===== src/hw/rtl/palette_nearest_neighbor_scaler_core_assert.svh =====
// Assertion macros for the scaler core.
// IMP checks a consequence in the same cycle, NXT checks it in the next cycle.
`ifndef PALETTE_NEAREST_NEIGHBOR_SCALER_CORE_ASSERT_SVH
`define PALETTE_NEAREST_NEIGHBOR_SCALER_CORE_ASSERT_SVH

`ifndef SYNTHESIS
`define PNNS_ASSERT_IMP(name, clk, rst, ante, cons) \
   name: assert property (@(posedge clk) disable iff (rst) (ante) |-> (cons)) \
      else $error("scaler core assertion failed");
`define PNNS_ASSERT_NXT(name, clk, rst, ante, cons) \
   name: assert property (@(posedge clk) disable iff (rst) (ante) |=> (cons)) \
      else $error("scaler core assertion failed");
`else
`define PNNS_ASSERT_IMP(name, clk, rst, ante, cons)
`define PNNS_ASSERT_NXT(name, clk, rst, ante, cons)
`endif

`endif


===== src/hw/rtl/pnns_pkg.sv =====
`timescale 1ns / 1ps
`default_nettype none

package pnns_pkg;

   // field widths
   localparam int COORD_X_W = 9;
   localparam int COORD_Y_W = 8;
   localparam int SHADE_W   = 2;
   localparam int COLOR_W   = 16;
   localparam int MODE_W    = 2;

   // operation codes
   localparam logic OP_WRITE = 1'b0;
   localparam logic OP_READ  = 1'b1;

   // scale modes; the unused code behaves as centered
   localparam logic [MODE_W-1:0] MODE_CENTER = 2'd0;
   localparam logic [MODE_W-1:0] MODE_FULL   = 2'd1;
   localparam logic [MODE_W-1:0] MODE_FIT    = 2'd2;

   // queue between front and back
   localparam int QUEUE_DEPTH = 4;
   localparam int QPTR_W      = $clog2(QUEUE_DEPTH);

   // shade palette, RGB565
   localparam logic [COLOR_W-1:0] SHADE_COLORS [4] = '{16'hFFFF, 16'hAD55, 16'h52AA, 16'h0000};

   // what the back end has to do with a transaction
   typedef enum logic [2:0] {
      KIND_WRITE   = 3'd0,
      KIND_DIRECT  = 3'd1,
      KIND_FULL    = 3'd2,
      KIND_FIT     = 3'd3,
      KIND_OUTSIDE = 3'd4
   } pnns_kind_type;

   typedef struct packed {
      pnns_kind_type        kind;
      logic [COORD_X_W-1:0] coord_x;
      logic [COORD_Y_W-1:0] coord_y;
      logic [SHADE_W-1:0]   shade;
   } pnns_item_type;

endpackage

`default_nettype wire


===== src/hw/rtl/pnns_front.sv =====
`timescale 1ns / 1ps
`default_nettype none

module pnns_front import pnns_pkg::*; #(
   parameter int SRC_WIDTH  = 160,
   parameter int SRC_HEIGHT = 144,
   parameter int DST_WIDTH  = 320,
   parameter int DST_HEIGHT = 240
) (
   input  logic                 clock,
   input  logic                 reset,
   input  logic                 csr_wr_en,
   input  logic [MODE_W-1:0]    csr_wr_data,
   input  logic                 req_valid,
   output logic                 req_ready,
   input  logic                 req_operation,
   input  logic [COORD_X_W-1:0] req_coord_x,
   input  logic [COORD_Y_W-1:0] req_coord_y,
   input  logic [SHADE_W-1:0]   req_shade,
   output logic                 push_valid,
   input  logic                 push_ready,
   output pnns_item_type        push_item
);

   localparam int XO_C   = (DST_WIDTH - SRC_WIDTH) / 2;
   localparam int YO_C   = (DST_HEIGHT - SRC_HEIGHT) / 2;
   localparam int W_FIT  = SRC_WIDTH * DST_HEIGHT / SRC_HEIGHT;
   localparam int XO_FIT = (DST_WIDTH - W_FIT) / 2;

   logic [MODE_W-1:0] scale_mode_ff;
   logic [MODE_W-1:0] scale_mode_in;
   int                x_i;
   int                y_i;
   logic              in_screen;
   logic              direct_ok;
   logic              fit_ok;
   logic              write_ok;
   pnns_kind_type     kind;

   // mode register
   always_comb begin
      scale_mode_in = scale_mode_ff;
      if (csr_wr_en) begin
         scale_mode_in = csr_wr_data;
      end
   end

   always_ff @(posedge clock) begin
      if (reset) begin
         scale_mode_ff <= MODE_CENTER;
      end else begin
         scale_mode_ff <= scale_mode_in;
      end
   end

   // range checks against the drawn area of each mode
   always_comb begin
      x_i       = int'(req_coord_x);
      y_i       = int'(req_coord_y);
      in_screen = (x_i < DST_WIDTH) && (y_i < DST_HEIGHT);
      direct_ok = (x_i >= XO_C) && (x_i < XO_C + SRC_WIDTH) &&
                  (y_i >= YO_C) && (y_i < YO_C + SRC_HEIGHT);
      fit_ok    = (x_i >= XO_FIT) && (x_i < XO_FIT + W_FIT);
      write_ok  = (x_i < SRC_WIDTH) && (y_i < SRC_HEIGHT);
   end

   // classify the transaction
   always_comb begin
      kind = KIND_OUTSIDE;
      if (req_operation == OP_WRITE) begin
         kind = KIND_WRITE;
      end else if (in_screen) begin
         case (scale_mode_ff)
            MODE_FULL: begin
               kind = KIND_FULL;
            end
            MODE_FIT: begin
               kind = fit_ok ? KIND_FIT : KIND_OUTSIDE;
            end
            default: begin
               kind = direct_ok ? KIND_DIRECT : KIND_OUTSIDE;
            end
         endcase
      end
   end

   // out-of-store writes are taken and dropped here
   assign req_ready         = push_ready;
   assign push_valid        = req_valid && ((req_operation == OP_READ) || write_ok);
   assign push_item.kind    = kind;
   assign push_item.coord_x = req_coord_x;
   assign push_item.coord_y = req_coord_y;
   assign push_item.shade   = req_shade;

endmodule

`default_nettype wire


===== config.mk =====
export PLATFORM = sky130hd
export DESIGN_NAME = pnns_front
export DESIGN_NICKNAME = d
export VERILOG_FILES = /design/src/hw/rtl/palette_nearest_neighbor_scaler_core_assert.svh /design/src/hw/rtl/pnns_pkg.sv /design/src/hw/rtl/pnns_front.sv
export SDC_FILE = /design/constraint.sdc
export NUM_CORES = 1
export LEC_CHECK = 0
export ABC_AREA = 1
export BUFFER_PORTS_ARGS = -buffer_cell sky130_fd_sc_hd__buf_2
export CORE_UTILIZATION = 36
export CTS_CLUSTER_DIAMETER = 80
export DETAILED_ROUTE_END_ITERATION = 10
export MAX_ROUTING_LAYER = met4
export PLACE_DENSITY_LB_ADDON = 0.25
export SETUP_SLACK_MARGIN = 0.3
export SYNTH_ARGS = -nofsm -noshare
export SYNTH_HDL_FRONTEND = slang
export SYNTH_SLANG_ARGS = --single-unit

===== constraint.sdc =====
create_clock -name clock -period 2.47 [get_ports clock]
set_input_delay 0.1235 -clock clock [delete_from_list [all_inputs] [get_ports clock]]
set_output_delay 0.1235 -clock clock [all_outputs]
set_load 0.01 [all_outputs]

==> results.md <==
Outcome:
- The flow ran to the end, and the final reports show no timing, DRC or antenna violations.

STA:
- For the pin with the worst max-slew slack, the measured transition is 0.209 ns.
- The worst-case headroom to the max-slew limit is 86.0%.
- The total count of hold-check failures in the final report was 0.
- The shortest period the worst path allows is 1.66 ns.
- The final worst setup slack is 0.813 ns.
- The worst clock skew is 0 ns.
- The highest attainable clock frequency is 603 MHz.
- Setup repair after global routing left no endpoint under its margin.
- The aggregate negative setup slack is 0 ns.
- The final critical path takes up 67.1% of the cycle.
- The final count of pins violating max slew is 0.
- The number of setup violations in the final report is 0.

Finish:
- The sequential cell area is 40.0 um^2.
- The signed area change from the synthesized netlist to the final layout is 14.5%.
- The post-route netlist has 41.2% of its cells at a drive strength greater than 1.
- The most flop-heavy register is scale_mode_ff.
- The register with the most flip-flops in the layout has 2 of them.
- After filler insertion, the fill cell instance count of the layout stands at 139.
- The multi-input logic area is 240 um^2.
- The largest registers in the layout are scale_mode_ff: 2 flops.
- The number of nets at the end of the flow is 133.
- The repair_antennas step left the layout with diodes totalling 0.

CTS:
- The clock latency at the later pin of the worst-skew pair is 0.22 ns.
- The clock sink count is 2.
- The cell at the root of the clock tree is clkbuf_4.
- In this run the number of H-tree levels came out at 1.
- The maximum buffer depth of the clock tree is 2.
- In this run, CTS created clock tree buffers numbering 3.
- The count of instances resized after the clock tree is built is 0.
- The buffers inserted during post-CTS setup optimization is 0.
- The number of buffers inserted by hold repair at cts is 0.
- The clock input transition at the sequential cells of the worst setup and hold paths is 0.03 ns.
- The CTS tree is done.

Synth:
- The average instance in the mapped netlist occupies 5.82 um^2.
- The part of the Yosys area used for sequential elements is 8.29%.
- Counting instances in the post-synthesis netlist gives the leading cell types as buf_4, nand2_1, inv_1.
- The cell type with the largest total area after synthesis is buf_4.
- For this run, asynchronously set or reset flops after synthesis account for 0%.
- After Yosys synthesis, XOR and XNOR cells account for 0% of the synthesized area.
- Counting distinct cell types in the post-synthesis netlist gives 16.
- The synthesized design contains 2 register bits.
- When the netlist entered floorplanning its net count stood at 112.
- The share of Yosys cell area claimed by the top area cell type is 31.1%.
- After synthesis, the cell types taking the most area are buf_4, nand2_1, inv_1, dfxtp_1, nor2_1.
- The main flop type after synthesis is dfxtp_1.
- The dominant combinational cell family by area after synthesis is buffers and inverters.
- The adder and majority cell fraction of the synthesized area is 5.18%.
- The share of the synthesized area in compound gates (AO/OA/AOI/OAI) is 17.1%.
- The portion of netlist area occupied by mux cells is 0%.
- The instance count of the mapped netlist is 83.
- Summing every instance area after synthesis gives 483 um^2.
- After Yosys synthesis, and, or, nand and nor cells account for 27.5% of the synthesized area.
- The number of flops mapped to enable cells by yosys is 0.
- For this run, the number of Yosys warnings is 0.

Worst hold path:
- The worst hold path begins at reset.
- The worst hold path terminates at scale_mode_ff[0].
- The worst hold path class is input pin to flop.
- Along the worst hold path, the cell count comes to 2.

Floorplan:
- For this design the top-level I/O count stands at 51.
- The die width is 38.6 um.
- The initial core utilization is 41.2%.
- The placeable core region is 1170 um^2.
- The area of the die is 1490 um^2.
- Measured along the y axis, the die boundary spans 38.6 um.
- The floorplan has 12 rows.

Worst setup path:
- The start of the worst register-to-register path is scale_mode_ff[1].
- The reg-to-reg critical path endpoint is scale_mode_ff[1].
- The most critical setup path has its startpoint at scale_mode_ff[0].
- The worst setup path is launched from a flop.
- The required time at the endpoint of the critical path is 2.35 ns.
- The critical path is of the flop to primary output type.
- The endpoint type of the worst setup path is a primary output.
- Counting cells, the worst reg-to-reg path comes to 2.
- Of all nets on the critical path, the largest fanout is 2.
- The reg-to-reg setup timing slack is 1.75 ns.
- The arrival time of data at the critical path endpoint is 1.53 ns.

Power and ir drop:
- The register share of total power is 18.8%.
- The worst-case IR drop observed on VDD is 222 uV.
- Net switching is 34.5% of the power.
- Summed over all cells, the static leakage comes to 0.345 nW.
- The clock group share of total power is 37.7%.
- The portion of total power attributed to combinational logic is 43.5%.
- The design internal power is 126 uW.
- The power density over cell area is 347 nW/um^2.
- The power spent charging and discharging nets is 66.2 uW.

Place:
- The congestion estimate from routability-driven global placement came to 0.701.
- The total of buffers placed on input and output ports is 36.
- The worst slack after detailed placement is 1.04 ns.
- After legalization and detailed placement, the total HPWL measured 806 um.

GRT:
- Entering global routing, the biggest net connects 6 pins.
- The total routing resource utilization after global routing is 14.4%.
- The number of global-route vias before repair is 437.
- The first global-routing pass estimated 1.50 mm of wire.
- The number of antenna violations at the first check in global routing is 0.
- The overflow left after global routing is 0.

Route:
- The routed length on met3 is 76 um.
- The highest metal layer carrying signal wires in the routed design is met3.
- For this block, the via count after detailed routing is 505.
- Detailed routing placed a total of 479 um of wire on met2.
- The detailed-routing iteration count for the pre-antenna-repair pass is 4.
- The final antenna-violating net count is 0.
- The number of DRC violations after detailed-routing iteration 0 is 3.
- After detailed routing, the number of remaining DRC violations is 0.
- In the routed layout, each cell is associated on average with a via count of 4.35.
- Dividing the detail-routed wire length by the instance count gives 8.00 um.
- The routed wire length is 928 um.
- The total routed wire length on the met1 layer is 372 um.

Job:
- The count of maximum capacitance violations is 0.
worst max path at each step:
stage / to / slack [ns]
global route: push_item[20] / 0.65
detailed placement: push_item[20] / 1.04
global placement: push_item[20] / 1.07
CTS: push_item[20] / 0.79
floorplan: push_item[20] / 1.17
finish: push_item[20] / 0.81
layer usage:
metal,track usage (%),vias up
li1,-,277
met1,13.1,201
met2,29.2,27
met3,1.73,0
met4,6.03,0
met5,-,-
cells by family after synthesis:
family                     Yosys count
AOI/OAI and AO/OA                   12
DFF                                  2
and+or+nand+nor                     33
buffers and inverters               34
adders and majority gates            2
layout by cell type (no fill, tap or decap):
| cell type | n |
|---|---|
| buf_2 | 36 |
| nand2_1 | 20 |
| inv_1 | 14 |
| nor2_1 | 8 |
| o21ai_0 | 3 |
| nand3_1 | 3 |
| a21oi_1 | 3 |
| clkbuf_4 | 3 |
| a211oi_1 | 2 |
| ha_1 | 2 |
| dfxtp_1 | 2 |
| o21ai_2 | 1 |
| nand4_1 | 1 |
| o211ai_2 | 1 |
| or2_0 | 1 |
| a21oi_2 | 1 |
| o21a_1 | 1 |
cell type report:
| class | instances | share of cell area (%) |
|---|---|---|
| sequential | 2 | 7.24 |
| timing repair buffer | 36 | 32.6 |
| multi-input combinational | 47 | 43.4 |
| inverter | 14 | 9.50 |
| tap | 14 | 3.17 |
| clock buffer | 3 | 4.07 |
per-stage QoR:
| stage | cell area [um^2] | instances | total power [mW] | hold WS [ns] | utilization [%] |
|---|---|---|---|---|---|
| 4_1_cts | 553 | 116 | 0.197 | 0.0782 | 47.2 |
| 3_3_place_gp | 531 | 113 | 0.120 | 0.247 | 45.3 |
| 3_5_place_dp | 531 | 113 | 0.121 | 0.247 | 45.3 |
| 5_1_grt | 553 | 116 | 0.215 | 0.0793 | 47.2 |
| 6_report | 553 | 116 | 0.192 | 0.0855 | 47.2 |
| 2_1_floorplan | 483 | 83 | 0.106 | 0.202 | - |
worst max-delay path: stages (launching register included):
cell and delay (ns):
dfxtp_1 0.32, inv_1 0.06, ha_1 0.31, inv_1 0.09, o211ai_2 0.09, or2_0 0.23, a21oi_2 0.10, buf_2 0.13
power groups by stage:
stage	registers, mW	clock network, mW	logic [mW]
after floorplan	0.0362	0	0.0703
after global placement	0.0364	0	0.0836
after global routing	0.0365	0.0839	0.0949
after detailed placement	0.0365	0	0.0841
final	0.0360	0.0723	0.0835
after CTS	0.0361	0.0760	0.0847
Note: power is estimated with default switching activity, not from simulation.
