`src/hw/rtl/palette_nearest_neighbor_scaler_core_assert.svh`:
```
// Assertion macros for the scaler core.
// IMP checks a consequence in the same cycle, NXT checks it in the next cycle.
`ifndef PALETTE_NEAREST_NEIGHBOR_SCALER_CORE_ASSERT_SVH
`define PALETTE_NEAREST_NEIGHBOR_SCALER_CORE_ASSERT_SVH

`ifndef SYNTHESIS
`define PNNS_ASSERT_IMP(name, clk, rst, ante, cons) \
   name: assert property (@(posedge clk) disable iff (rst) (ante) |-> (cons)) \
      else $error("scaler core assertion failed");
`define PNNS_ASSERT_NXT(name, clk, rst, ante, cons) \
   name: assert property (@(posedge clk) disable iff (rst) (ante) |=> (cons)) \
      else $error("scaler core assertion failed");
`else
`define PNNS_ASSERT_IMP(name, clk, rst, ante, cons)
`define PNNS_ASSERT_NXT(name, clk, rst, ante, cons)
`endif

`endif

```
`src/hw/rtl/pnns_pkg.sv`:
```
`timescale 1ns / 1ps
`default_nettype none

package pnns_pkg;

   // field widths
   localparam int COORD_X_W = 9;
   localparam int COORD_Y_W = 8;
   localparam int SHADE_W   = 2;
   localparam int COLOR_W   = 16;
   localparam int MODE_W    = 2;

   // operation codes
   localparam logic OP_WRITE = 1'b0;
   localparam logic OP_READ  = 1'b1;

   // scale modes; the unused code behaves as centered
   localparam logic [MODE_W-1:0] MODE_CENTER = 2'd0;
   localparam logic [MODE_W-1:0] MODE_FULL   = 2'd1;
   localparam logic [MODE_W-1:0] MODE_FIT    = 2'd2;

   // queue between front and back
   localparam int QUEUE_DEPTH = 4;
   localparam int QPTR_W      = $clog2(QUEUE_DEPTH);

   // shade palette, RGB565
   localparam logic [COLOR_W-1:0] SHADE_COLORS [4] = '{16'hFFFF, 16'hAD55, 16'h52AA, 16'h0000};

   // what the back end has to do with a transaction
   typedef enum logic [2:0] {
      KIND_WRITE   = 3'd0,
      KIND_DIRECT  = 3'd1,
      KIND_FULL    = 3'd2,
      KIND_FIT     = 3'd3,
      KIND_OUTSIDE = 3'd4
   } pnns_kind_type;

   typedef struct packed {
      pnns_kind_type        kind;
      logic [COORD_X_W-1:0] coord_x;
      logic [COORD_Y_W-1:0] coord_y;
      logic [SHADE_W-1:0]   shade;
   } pnns_item_type;

endpackage

`default_nettype wire

```
`src/hw/rtl/pnns_queue.sv`:
```
`timescale 1ns / 1ps
`default_nettype none

module pnns_queue import pnns_pkg::*; (
   input  logic          clock,
   input  logic          reset,
   input  logic          push_valid,
   output logic          push_ready,
   input  pnns_item_type push_item,
   output logic          pop_valid,
   input  logic          pop_ready,
   output pnns_item_type pop_item
);

   pnns_item_type     entry_ff [QUEUE_DEPTH];
   logic [QPTR_W-1:0] wr_ptr_ff;
   logic [QPTR_W-1:0] wr_ptr_in;
   logic [QPTR_W-1:0] rd_ptr_ff;
   logic [QPTR_W-1:0] rd_ptr_in;
   logic [QPTR_W:0]   count_ff;
   logic [QPTR_W:0]   count_in;
   logic              push_fire;
   logic              pop_fire;

   assign push_ready = (count_ff != (QPTR_W + 1)'(QUEUE_DEPTH));
   assign pop_valid  = (count_ff != '0);
   assign push_fire  = push_valid && push_ready;
   assign pop_fire   = pop_valid && pop_ready;
   assign pop_item   = entry_ff[rd_ptr_ff];

   // pointers and fill level
   always_comb begin
      wr_ptr_in = push_fire ? wr_ptr_ff + 1'b1 : wr_ptr_ff;
      rd_ptr_in = pop_fire ? rd_ptr_ff + 1'b1 : rd_ptr_ff;
      count_in  = count_ff + (QPTR_W + 1)'(push_fire) - (QPTR_W + 1)'(pop_fire);
   end

   always_ff @(posedge clock) begin
      if (reset) begin
         wr_ptr_ff <= '0;
         rd_ptr_ff <= '0;
         count_ff  <= '0;
      end else begin
         wr_ptr_ff <= wr_ptr_in;
         rd_ptr_ff <= rd_ptr_in;
         count_ff  <= count_in;
      end
   end

   // entry storage
   always_ff @(posedge clock) begin
      if (push_fire) begin
         entry_ff[wr_ptr_ff] <= push_item;
      end
   end

endmodule

`default_nettype wire

```
`config.mk`:
```
export PLATFORM = sky130hd
export DESIGN_NAME = pnns_queue
export DESIGN_NICKNAME = d
export VERILOG_FILES = /design/src/hw/rtl/palette_nearest_neighbor_scaler_core_assert.svh /design/src/hw/rtl/pnns_pkg.sv /design/src/hw/rtl/pnns_queue.sv
export SDC_FILE = /design/constraint.sdc
export NUM_CORES = 1
export LEC_CHECK = 0
export ABC_AREA = 1
export BUFFER_PORTS_ARGS = -buffer_cell sky130_fd_sc_hd__buf_2
export CAP_MARGIN = 20
export CORE_UTILIZATION = 35
export DETAILED_ROUTE_END_ITERATION = 8
export GPL_ROUTABILITY_DRIVEN = 0
export PLACE_DENSITY = 0.53
export SLEW_MARGIN = 30
export SYNTH_ARGS = -nofsm -noshare
export SYNTH_HDL_FRONTEND = slang
export SYNTH_SLANG_ARGS = --single-unit
export TNS_END_PERCENT = 50
```
`constraint.sdc`:
```
create_clock -name clock -period 3.01 [get_ports clock]
set_clock_uncertainty 0.15 [all_clocks]
set_input_delay 0.1505 -clock clock [delete_from_list [all_inputs] [get_ports clock]]
set_output_delay 0.1505 -clock clock [all_outputs]
set_load 0.02 [all_outputs]
```
==> qor.tcl, run 1 <==
set qor(worst-r2r-setup-slack_ps) 810
set qor(dpl_cell_area_sq_mm) 0.00415
set qor(placed_cells_incl_taps) 457
set qor(core_box_area_sq_mm) 0.0104
set qor(layout_worst_path_cycle_share) 0.760
set qor(clkSlewWorstSetupHoldPaths_ps) 80
set qor(floorplan.die_area_sq_mm) 0.0112
set qor(postRouteAntennaNets) 0
set qor(reg2reg_from) {count_ff[1]}
set qor(grt_use_total) 0.138
set qor(number_of_antenna_violations_at_the_first_check_in_global_routing) 0
set qor(wl_per_cell_microns) 14.2
set qor(antennaDiodeCount) 0
set qor(proportion_of_netlist_area_held_by_the_largest_area_contributor) 0.698
set qor(power.net_switching_mw) 1.20
set qor(length_of_the_first_detailed_routing_pass_in_iterations) 4
set qor(setup_viol_count_final) 0
set qor(numCtsBuffers) 9
set qor(clkSinkCount) 97
set qor(grt-ovfl-total) 0
set qor(synthesis.instances) 278
set qor(warning_count_from_the_yosys_run) 0
set qor(pwr-share-comb) 0.275
set qor(synth_unique_cells) 20
set qor(clock_tree_from_tritoncts) {built}
set qor(clk-insertion-delay-late_ps) 360
set qor(switching_share) 0.328
set qor(worst_hold_slack_ps) 342
set qor(syn_area_sq_mm) 0.00378
set qor(synth-seq-area-share) 0.746
set qor(floorplan.io_pins) 50
set qor(yosys-top-cells-area) {edfxtp_1 70%, nor2_1 5.6%, dfxtp_1 4.8%}
set qor(endpoint_of_the_worst_hold_timing_path) {rd_ptr_ff[0]}
set qor(pin_count_of_the_biggest_net_entering_global_routing) 45
set qor(port_buffers) 49
set qor(detailed_place_hpwl_mm) 4.28
set qor(stdcell_count) 498
set qor(critPathCaptureType) {output pin}
set qor(hold_path_cells) 2
set qor(grt_first_pass_wirelength_mm) 11.6
set qor(globalRoute.busiestLayer) {met2}
set qor(routed_wirelength_mm) 7.06
set qor(dr_total_vias) 2330
set qor(report.final.slew_viol_count) 0
set qor(grt_setup_unrepaired) {false}
set qor(timing_hold_violations_final) 0
set qor(power.density_cell_area_mw_per_mm2) 790
set qor(final.min_clock_period_ps) 2290
set qor(cp_max_fo) 22
set qor(cts.root.buffer_cell) {clkbuf_8}
set qor(pleak_nw) 1.68
set qor(synthesis.nets) 311
set qor(ys_seq_elements) 97
set qor(ir_worst_vdd_mv) 0.392
set qor(critical_path_class) {register to output pin}
set qor(floorplan.die.width_microns) 106
set qor(drc) 0
set qor(worstPathArrival_ps) 1990
set qor(fin_area_sq_mm) 0.00462
set qor(synth_area_leader_cell) {edfxtp_1}
set qor(detail_route.vias_per_cell) 4.68
set qor(synthesis.area_per_instance_sq_um) 13.6
set qor(startpoint_types) {register}
set qor(ctsHtreeMaxLevel) 3
set qor(worst_r2r_path_depth) 10
set qor(drv_cap) 0
set qor(worst_slew_margin_rel) 0.594
set qor(die_y_microns) 106
set qor(critPathRequiredTime_ps) 2710
set qor(power_frac_seq) 0.477
set qor(groute.layer.met1.usage) 0.190
set qor(internal_power_mw) 2.45
set qor(grt_pass1_vias) 2233
set qor(share_clk_of_total_power) 0.248
set qor(finish.net_count) 390
set qor(maxClockFrequency_mhz) 437
set qor(met3_usage) 0.0288
set qor(synthToLayoutAreaGrowth_pct) 22.0
set qor(groute.layer.met2.usage) 0.208
set qor(setup-tns-final_ps) 0
set qor(drt_iter0_markers) 85
set qor(post-route-util) 0.443
set qor(worstHoldStart) {rd_ptr_ff[0]}
set qor(outcome) {completed}
set qor(r2r-end) {count_ff[2]}
set qor(start_util) 0.363
set qor(placementRows) 37
set qor(final_layout_size_suffix_gt1_frac) 0.224
set qor(cts.path.max_buffers) 2
set qor(min-delay-path-class) {register to register}
set qor(max_slew.worst_pin.slew_ps) 609
==> synthesized netlist by cell type <==
cell type and instances:
nand3_1 3, nand2_1 10, nand2_2 2, o22ai_1 22, ha_1 6, dfxtp_1 9, inv_1 14, a21oi_1 4
edfxtp_1 88, inv_2 1, nor2_1 56, buf_2 4, buf_4 2, a21boi_0 2, buf_6 7, inv_8 1
nor2_4 1, o21ai_1 18, fa_1 1, o21ai_0 27
==> how the worst max path moves through the flow <==
| stage | startpoint | endpoint | slack (ps) | cells past startpoint |
|---|---|---|---|---|
| 2_1_floorplan | count_ff[1] | entry_ff[0][0] | 720 | 4 |
| 3_3_place_gp | count_ff[1] | count_ff[2] | 840 | 10 |
| 3_5_place_dp | count_ff[1] | count_ff[2] | 800 | 10 |
| 4_1_cts | register | pop_item[21] | 680 | 5 |
| 5_1_grt | register | pop_item[21] | 560 | 5 |
| 6_report | register | pop_item[21] | 720 | 5 |
==> per-layer routing <==
layer	routed length [microns]	share of wire
met4	157	0.022
met1	3450	0.49
met5	0	0
met2	3160	0.45
met3	297	0.042
==> metrics by stage <==
stage	total power, mW	worst slack [ps]
global route	3.87	558
finish	3.65	722
CTS	3.69	675
detailed placement	2.77	795
floorplan	2.48	720
global placement	2.76	840
==> critical path, stage by stage, from the launching register on <==
cell	delay, ps
dfxtp_1	430
buf_4	250
inv_2	330
o21ai_0	170
o22ai_1	220
buf_2	220
==> area by class of cell <==
type / count / area (sq um)
multi-input combinational: 152 / 790
fill: 977 / 5800
clock buffer: 10 / 128
clock inverter: 6 / 90.1
inverter: 16 / 67.6
tap: 136 / 170
sequential: 97 / 2820
timing repair buffer: 81 / 548
==> state kept, by name (all words and copies together), names as in the netlist, named ones only <==
name       count
rd_ptr_ff      2
count_ff       3
wr_ptr_ff      2
entry_ff      88
==> layout by cell type (no fill, tap or decap), types with 6 or more instances in the layout <==
| cell | netlist | routed |
|---|---|---|
| nor2_1 | 56 | 52 |
| dlygate4sd3_1 | 0 | 25 |
| nand2_1 | 10 | 10 |
| o21ai_0 | 27 | 27 |
| ha_1 | 6 | 6 |
| buf_4 | 2 | 7 |
| clkbuf_8 | 0 | 9 |
| buf_2 | 4 | 49 |
| dfxtp_1 | 9 | 8 |
| o21ai_1 | 18 | 18 |
| edfxtp_1 | 88 | 88 |
| inv_1 | 14 | 14 |
| o22ai_1 | 22 | 22 |
==> kinds of logic after synthesis <==
family,count (synthesis),synth area share
compound gates,73,0.105
simple gates,72,0.0757
fa+ha+maj,7,0.0251
flops,97,0.746
buf+inv,29,0.0479
==> power groups by stage <==
stage	combinational [mW]	sequential (mW)	clock, mW
finish	1.00	1.74	0.904
global route	1.12	1.77	0.981
detailed placement	0.990	1.78	0
floorplan	0.749	1.73	0
CTS	1.02	1.75	0.929
global placement	0.989	1.77	0
==> timing repair <==
item / 4_1_cts / 5_1_grt
endpoints found under the setup margin: 0 / 0
endpoints found under the hold margin: 95 / 0
hold buffers: 25 / 0
gates resized for setup: 0 / 0
setup buffers: 0 / 0
Note: power is estimated with default switching activity, not from simulation.
==> run 2: changes to the inputs <==
Clock period 3.01 ns to 2.2 ns, I/O delays scaled along.
==> qor.tcl, run 2 (synthesis results as in run 1) <==
set qor(outcome) {completed}
set qor(drt_iter0_markers) 96 ;# +13%
set qor(power.density_cell_area_mw_per_mm2) 1100 ;# +39%
set qor(post-route-util) 0.449 ;# +0.00565
set qor(routed_wirelength_mm) 7.20 ;# +2.0%
set qor(critPathRequiredTime_ps) 2310 ;# -400 ps
set qor(met2_length_mm) 3.32 ;# +5.2%
set qor(floorplan.io_pins) 50 ;# unchanged
set qor(clock_tree_from_tritoncts) {built}
set qor(report.final.slew_viol_count) 0 ;# unchanged
set qor(met1_length_mm) 3.38 ;# -1.9%
set qor(final_layout_size_suffix_gt1_frac) 0.237 ;# +0.0133
set qor(core_box_area_sq_mm) 0.0104 ;# unchanged
set qor(length_of_the_first_detailed_routing_pass_in_iterations) 4 ;# unchanged
set qor(stdcell_count) 503 ;# +1.0%
set qor(detail_route.vias_per_cell) 4.65 ;# -0.65%
set qor(top_signal_layer_used) {met4}
set qor(layout_worst_path_cycle_share) 0.911
set qor(maxClockFrequency_mhz) 499
set qor(setup_viol_count_final) 0 ;# unchanged
set qor(grt-ovfl-total) 0 ;# unchanged
set qor(floorplan.die_area_sq_mm) 0.0112 ;# unchanged
set qor(largest_registers) {entry_ff (88), count_ff (3)}
set qor(die_y_microns) 106 ;# unchanged
set qor(port_buffers) 49 ;# unchanged
set qor(max_slew.worst_pin.slew_ps) 423 ;# -186 ps
set qor(layout_commonest_cell) {edfxtp_1}
set qor(path_cells) {nor2_4, nand2_2, nand2_1, ha_1, inv_1, ha_1, inv_1, fa_1, o21ai_0, nor2_1}
set qor(critPathCaptureType) {register}
set qor(clkSinkCount) 97 ;# unchanged
set qor(placementRows) 37 ;# unchanged
set qor(final.min_clock_period_ps) 2000
set qor(fillCellCount) 972 ;# -0.51%
set qor(floorplan.die.width_microns) 106 ;# unchanged
set qor(largest_register) {entry_ff}
set qor(post-cts-setup-buffer-count) 0 ;# unchanged
set qor(grt_setup_unrepaired) {false}
set qor(worst_slew_margin_rel) 0.718 ;# +0.123
set qor(max_stage_delay_ps) 390 ;# -40 ps
set qor(largest_register_ff_count) 88 ;# unchanged
set qor(dr_total_vias) 2338 ;# +0.34%
set qor(critical_path_class) {register to register}
set qor(cp_max_fo) 6 ;# -73%
set qor(numCtsBuffers) 9 ;# unchanged
set qor(pleak_nw) 1.72 ;# +2.0%
set qor(clk-insertion-delay-late_ps) 370 ;# about the same
set qor(wl_per_cell_microns) 14.3 ;# +0.98%
set qor(start_util) 0.363 ;# unchanged
set qor(fin_area_sq_mm) 0.00468 ;# +1.3%
set qor(grt_use_total) 0.140 ;# +0.00202
set qor(ctsHtreeMaxLevel) 3 ;# unchanged
set qor(grt_pass1_vias) 2205 ;# -1.3%
set qor(setup-tns-final_ps) 0 ;# unchanged
set qor(worst_r2r_path_depth) 10 ;# unchanged
set qor(dr_wl_met3_microns) 369 ;# +24%
set qor(clkSlewWorstSetupHoldPaths_ps) 80 ;# about the same
set qor(finish.net_count) 395 ;# +1.3%
set qor(detailed_place_hpwl_mm) 4.41 ;# +3.2%
set qor(cts.path.max_buffers) 2 ;# unchanged
set qor(timing_hold_violations_final) 0 ;# unchanged
set qor(cts.root.buffer_cell) {clkbuf_8}
set qor(number_of_antenna_violations_at_the_first_check_in_global_routing) 0 ;# unchanged
set qor(min-delay-path-class) {input port to register}
set qor(startpoint_types) {register}
set qor(antennaDiodeCount) 0 ;# unchanged
set qor(grt_first_pass_wirelength_mm) 11.4 ;# -1.8%
set qor(critical-path-slowest-cell) {dfxtp_2}
set qor(ir_worst_vdd_mv) 0.607 ;# +55%
set qor(drv_cap) 0 ;# unchanged
set qor(postRouteAntennaNets) 0 ;# unchanged
set qor(pin_count_of_the_biggest_net_entering_global_routing) 45 ;# unchanged
set qor(synthToLayoutAreaGrowth_pct) 23.6
set qor(worst_hold_slack_ps) 287 ;# -55.5 ps
set qor(worstPathArrival_ps) 2120 ;# +130 ps
set qor(hold_path_cells) 3 ;# +1
set qor(placed_cells_incl_taps) 462 ;# +1.1%
set qor(mostFrequentLayoutCells) {88 x edfxtp_1, 52 x nor2_1, 49 x buf_2}
set qor(dpl_cell_area_sq_mm) 0.00419 ;# +0.90%
set qor(drc) 0 ;# unchanged
==> run 2: critical path, delay by kind of cell, from the launching register on <==
family | cells | cell delay (ps)
AOI/OAI and AO/OA | 1 | 170
adders and majority gates | 3 | 780
buffers and inverters | 2 | 100
DFF | 1 | 390
and+or+nand+nor | 4 | 310
==> run 2: metrics by stage <==
stage	setup slack, ps	total power [mW]
floorplan	-90.5	3.39
global placement	169	3.80
detailed placement	127	3.81
CTS	66.3	5.18
global route	14.5	5.43
finish	196	5.12
==> run 2: repair_timing <==
| action | 4_1_cts | 5_1_grt |
|---|---|---|
| resized for setup | 0 | 3 |
| hold buffers | 25 | 0 |
| endpoints found under the hold margin | 97 | 0 |
| endpoints found under the setup margin | 0 | 11 |
==> run 2: final cells by class <==
type,count,area [sq um],area share
flip-flops and latches,97,2830,0.605
multi-input cells,152,790,0.169
well taps,136,170,0.0364
inverters,16,67.6,0.0145
clock buffers,10,128,0.0273
repair buffers,86,586,0.125
clock inverters,6,106,0.0227
==> run 2: per-layer routing <==
layer  GRT usage  up-vias
li1            -     1178
met1       0.176     1114
met4      0.0595        0
met5           0        -
met3      0.0589       10
met2       0.213       36
==> run 2: final timing paths <==
| check | startpoint | end | slack [ps] |
|---|---|---|---|
| worst max register to register | count_ff[1] | count_ff[2] | 200 |
| worst min-delay path | reset | count_ff[1] | 290 |
| worst min register to register | rd_ptr_ff[1] | register | 360 |
| worst max-delay path | count_ff[1] | count_ff[2] | 200 |
==> run 2: where the power goes <==
group	switching [mW]	internal, mW	total, mW
sequential	0.132	2.25	2.39
combinational	0.920	0.481	1.40
clock	0.588	0.749	1.34
==> run 3: changes to the inputs <==
Settings changed: ABC_AREA 1 to not set.
Clock period 2.2 ns to 2.6 ns, I/O delays scaled along.
==> qor.tcl, run 3 <==
set qor(outcome) {completed}
set qor(pin_count_of_the_biggest_net_entering_global_routing) 18 ;# -60%
set qor(max_slew.worst_pin.slew_ps) 409 ;# -13.9 ps
set qor(proportion_of_netlist_area_held_by_the_largest_area_contributor) 0.725 ;# +0.0261
set qor(async_reset_ff_frac) 0 ;# unchanged
set qor(timing_hold_violations_final) 0 ;# unchanged
set qor(synth-seq-area-share) 0.774 ;# +0.0279
set qor(detail_route.vias_per_cell) 4.61 ;# -0.74%
set qor(critPathCaptureType) {register}
set qor(min-delay-path-class) {input port to register}
set qor(floorplan.die.width_microns) 104 ;# -1.8%
set qor(synth_unique_cells) 24 ;# +20%
set qor(pleak_nw) 1.59 ;# -7.4%
set qor(grt-ovfl-total) 0 ;# unchanged
set qor(grt_first_pass_wirelength_mm) 9.79 ;# -14%
set qor(warning_count_from_the_yosys_run) 0 ;# unchanged
set qor(placed_cells_incl_taps) 352 ;# -24%
set qor(critical-path-top-delay-family) {adder cells}
set qor(layout_worst_path_cycle_share) 0.901 ;# -0.00966
set qor(synth_area_in_compound_gates) 0.00789 ;# -0.0973
set qor(floorplan.die_area_sq_mm) 0.0108 ;# -3.5%
set qor(final.min_clock_period_ps) 2340 ;# +339 ps
set qor(post_synth_most_frequent_cells) {88 x edfxtp_1, 20 x mux4_2, 9 x dfxtp_1}
set qor(clkSlewWorstSetupHoldPaths_ps) 90 ;# about the same
set qor(length_of_the_first_detailed_routing_pass_in_iterations) 4 ;# unchanged
set qor(drc) 0 ;# unchanged
set qor(synthesis.area_per_instance_sq_um) 22.4 ;# +64%
set qor(final_layout_size_suffix_gt1_frac) 0.384 ;# +0.147
set qor(syn_area_sq_mm) 0.00365 ;# -3.6%
set qor(largest_registers) {entry_ff (88), count_ff (3)}
set qor(port_buffers) 49 ;# unchanged
set qor(critical_path.most_common_cell) {inv_1}
set qor(critPathRequiredTime_ps) 2730 ;# +420 ps
set qor(critical_path_buffer_and_inverter_count) 3 ;# +1
set qor(drt_iter0_markers) 61 ;# -36%
set qor(power.density_cell_area_mw_per_mm2) 909 ;# -17%
set qor(cp_max_fo) 7 ;# +1
set qor(xor_and_xnor_fraction_of_the_mapped_netlist_area) 0.00720 ;# +0.00720
set qor(grt_setup_unrepaired) {false}
set qor(synth-edff-count) 88 ;# unchanged
set qor(synthesis.instances) 163 ;# -41%
set qor(clkSinkCount) 97 ;# unchanged
set qor(floorplan.io_pins) 50 ;# unchanged
set qor(ctsHtreeMaxLevel) 3 ;# unchanged
set qor(core_box_area_sq_mm) 0.00995 ;# -4.4%
set qor(report.final.slew_viol_count) 0 ;# unchanged
set qor(synth_adder_area_share) 0.0261 ;# +0.000940
set qor(worst_slew_margin_rel) 0.727 ;# +0.00967
set qor(start_util) 0.366 ;# +0.00315
set qor(grt_use_total) 0.122 ;# -0.0180
set qor(worstPathArrival_ps) 2480 ;# +360 ps
set qor(p_total_mw) 4.12 ;# -20%
set qor(finish.net_count) 286 ;# -28%
set qor(max_stage_delay_ps) 460 ;# +70 ps
set qor(synth.area.mux_share) 0.144 ;# +0.144
set qor(yosys-top-cells-area) {edfxtp_1 72%, mux4_2 12%, dfxtp_1 4.9%}
set qor(clk-insertion-delay-late_ps) 350 ;# -20 ps
set qor(cts.repair.resized) 0 ;# unchanged
set qor(number_of_antenna_violations_at_the_first_check_in_global_routing) 0 ;# unchanged
set qor(mostFrequentLayoutCells) {88 x edfxtp_1, 49 x buf_2, 23 x dlygate4sd3_1}
set qor(setup-tns-final_ps) 0 ;# unchanged
set qor(synthesis.nets) 196 ;# -37%
set qor(fillCellCount) 870 ;# -10%
set qor(detailed_place_hpwl_mm) 4.09 ;# -7.4%
set qor(synth_area_leader_cell) {edfxtp_1}
set qor(largest_register) {entry_ff}
set qor(routed_wirelength_mm) 6.18 ;# -14%
set qor(setup_viol_count_final) 0 ;# unchanged
set qor(numCtsBuffers) 9 ;# unchanged
set qor(maxClockFrequency_mhz) 427 ;# -14%
set qor(placementRows) 36 ;# -2.7%
set qor(grt_pass1_vias) 1887 ;# -14%
set qor(dr_total_vias) 1804 ;# -23%
set qor(ys_seq_elements) 97 ;# unchanged
set qor(drv_cap) 0 ;# unchanged
set qor(critical_path_class) {register to register}
set qor(startpoint) {count_ff[1]}
set qor(cts.path.max_buffers) 2 ;# unchanged
set qor(clock_tree_from_tritoncts) {built}
set qor(ir_worst_vdd_mv) 0.510 ;# -16%
set qor(startpoint_types) {register}
set qor(post-cts-setup-buffer-count) 0 ;# unchanged
set qor(flip_flop_cell_with_the_highest_count_after_synthesis) {edfxtp_1}
set qor(die_y_microns) 104 ;# -1.8%
set qor(path_cells) {nor2_1, a21boi_2, inv_1, ha_1, inv_1, ha_1, inv_1, fa_1, xor2_1, and2_1, nor3_1}
set qor(synth_top_family_by_area) {multiplexers}
set qor(post-synth-top-count-cell) {edfxtp_1}
set qor(antennaDiodeCount) 0 ;# unchanged
set qor(cts.root.buffer_cell) {clkbuf_8}
set qor(postRouteAntennaNets) 0 ;# unchanged
set qor(worstHoldStart) {pop_ready}
set qor(synthToLayoutAreaGrowth_pct) 24.3
set qor(stdcell_count) 391 ;# -22%
set qor(layout_commonest_cell) {edfxtp_1}
set qor(largest_register_ff_count) 88 ;# unchanged
set qor(post_synth_and_or_nand_nor_area_fraction) 0.0261 ;# -0.0497
set qor(reg2reg_from) {count_ff[1]}
set qor(critical-path-slowest-cell) {dfxtp_1}
set qor(wl_per_cell_microns) 15.8 ;# +10%
==> run 3: per-layer routing <==
layer,track usage,wire [microns],vias to the layer above,part of all wire
li1,-,-,838,-
met1,0.160,2770,907,0.45
met2,0.189,2950,49,0.48
met3,0.0345,329,10,0.053
met4,0.0582,126,0,0.020
met5,0,0,-,0
==> run 3: power breakdown <==
group / internal [mW] / switching (mW) / leakage (nW) / total [mW]
sequential: 1.92 / 0.120 / 0.880 / 2.04
combinational: 0.557 / 0.647 / 0.618 / 1.20
clock: 0.356 / 0.519 / 0.0904 / 0.875
==> run 3: stage by stage <==
| stage | setup WS (ps) | utilization | hold WS, ps | cell area [sq um] |
|---|---|---|---|---|
| floorplan | 311 | - | 78.9 | 3650 |
| global placement | 342 | 0.415 | 197 | 4130 |
| detailed placement | 228 | 0.415 | 201 | 4130 |
| CTS | 236 | 0.455 | 49.6 | 4530 |
| global route | 84.7 | 0.455 | 99.6 | 4530 |
| finish | 256 | 0.455 | 63.8 | 4530 |
==> run 3: area by class of cell <==
cell class,instances,area [sq um],area share
inverter,5,18.8,0.00414
sequential,97,2820,0.623
clock buffer,9,124,0.0273
clock inverter,7,52.6,0.0116
tap,133,166,0.0367
timing repair buffer,84,578,0.128
multi-input combinational,56,769,0.170
==> run 3: final timing paths <==
check	end	slack, ps	depth (start not counted)
hold / removal	rd_ptr_ff[1]	60	4
setup reg to reg	count_ff[2]	260	11
hold reg to reg	wr_ptr_ff[1]	390	2
setup / recovery	count_ff[2]	260	11
==> run 3: repair_timing <==
item | in CTS | in global routing
setup endpoints to repair | 0 | 0
hold buffers | 23 | 0
hold endpoints to repair | 95 | 0
==> run 3: worst register-to-register path: stages, from the launching register on <==
cell      delay [ps]
dfxtp_1          460
nor2_1           110
a21boi_2         170
inv_1             60
ha_1             280
inv_1             50
ha_1             120
inv_1             50
fa_1             370
xor2_1           160
and2_1           170
nor3_1           120
==> run 3: cell families (layout without fill, tap and decap cells) <==
kind of cell    after synthesis  count (layout)
flops                        97              97
mux                          24              24
simple gates                 19              19
buf+inv                      10             105
fa+ha+maj                     7               7
compound gates                3               3
xor+xnor                      3               3
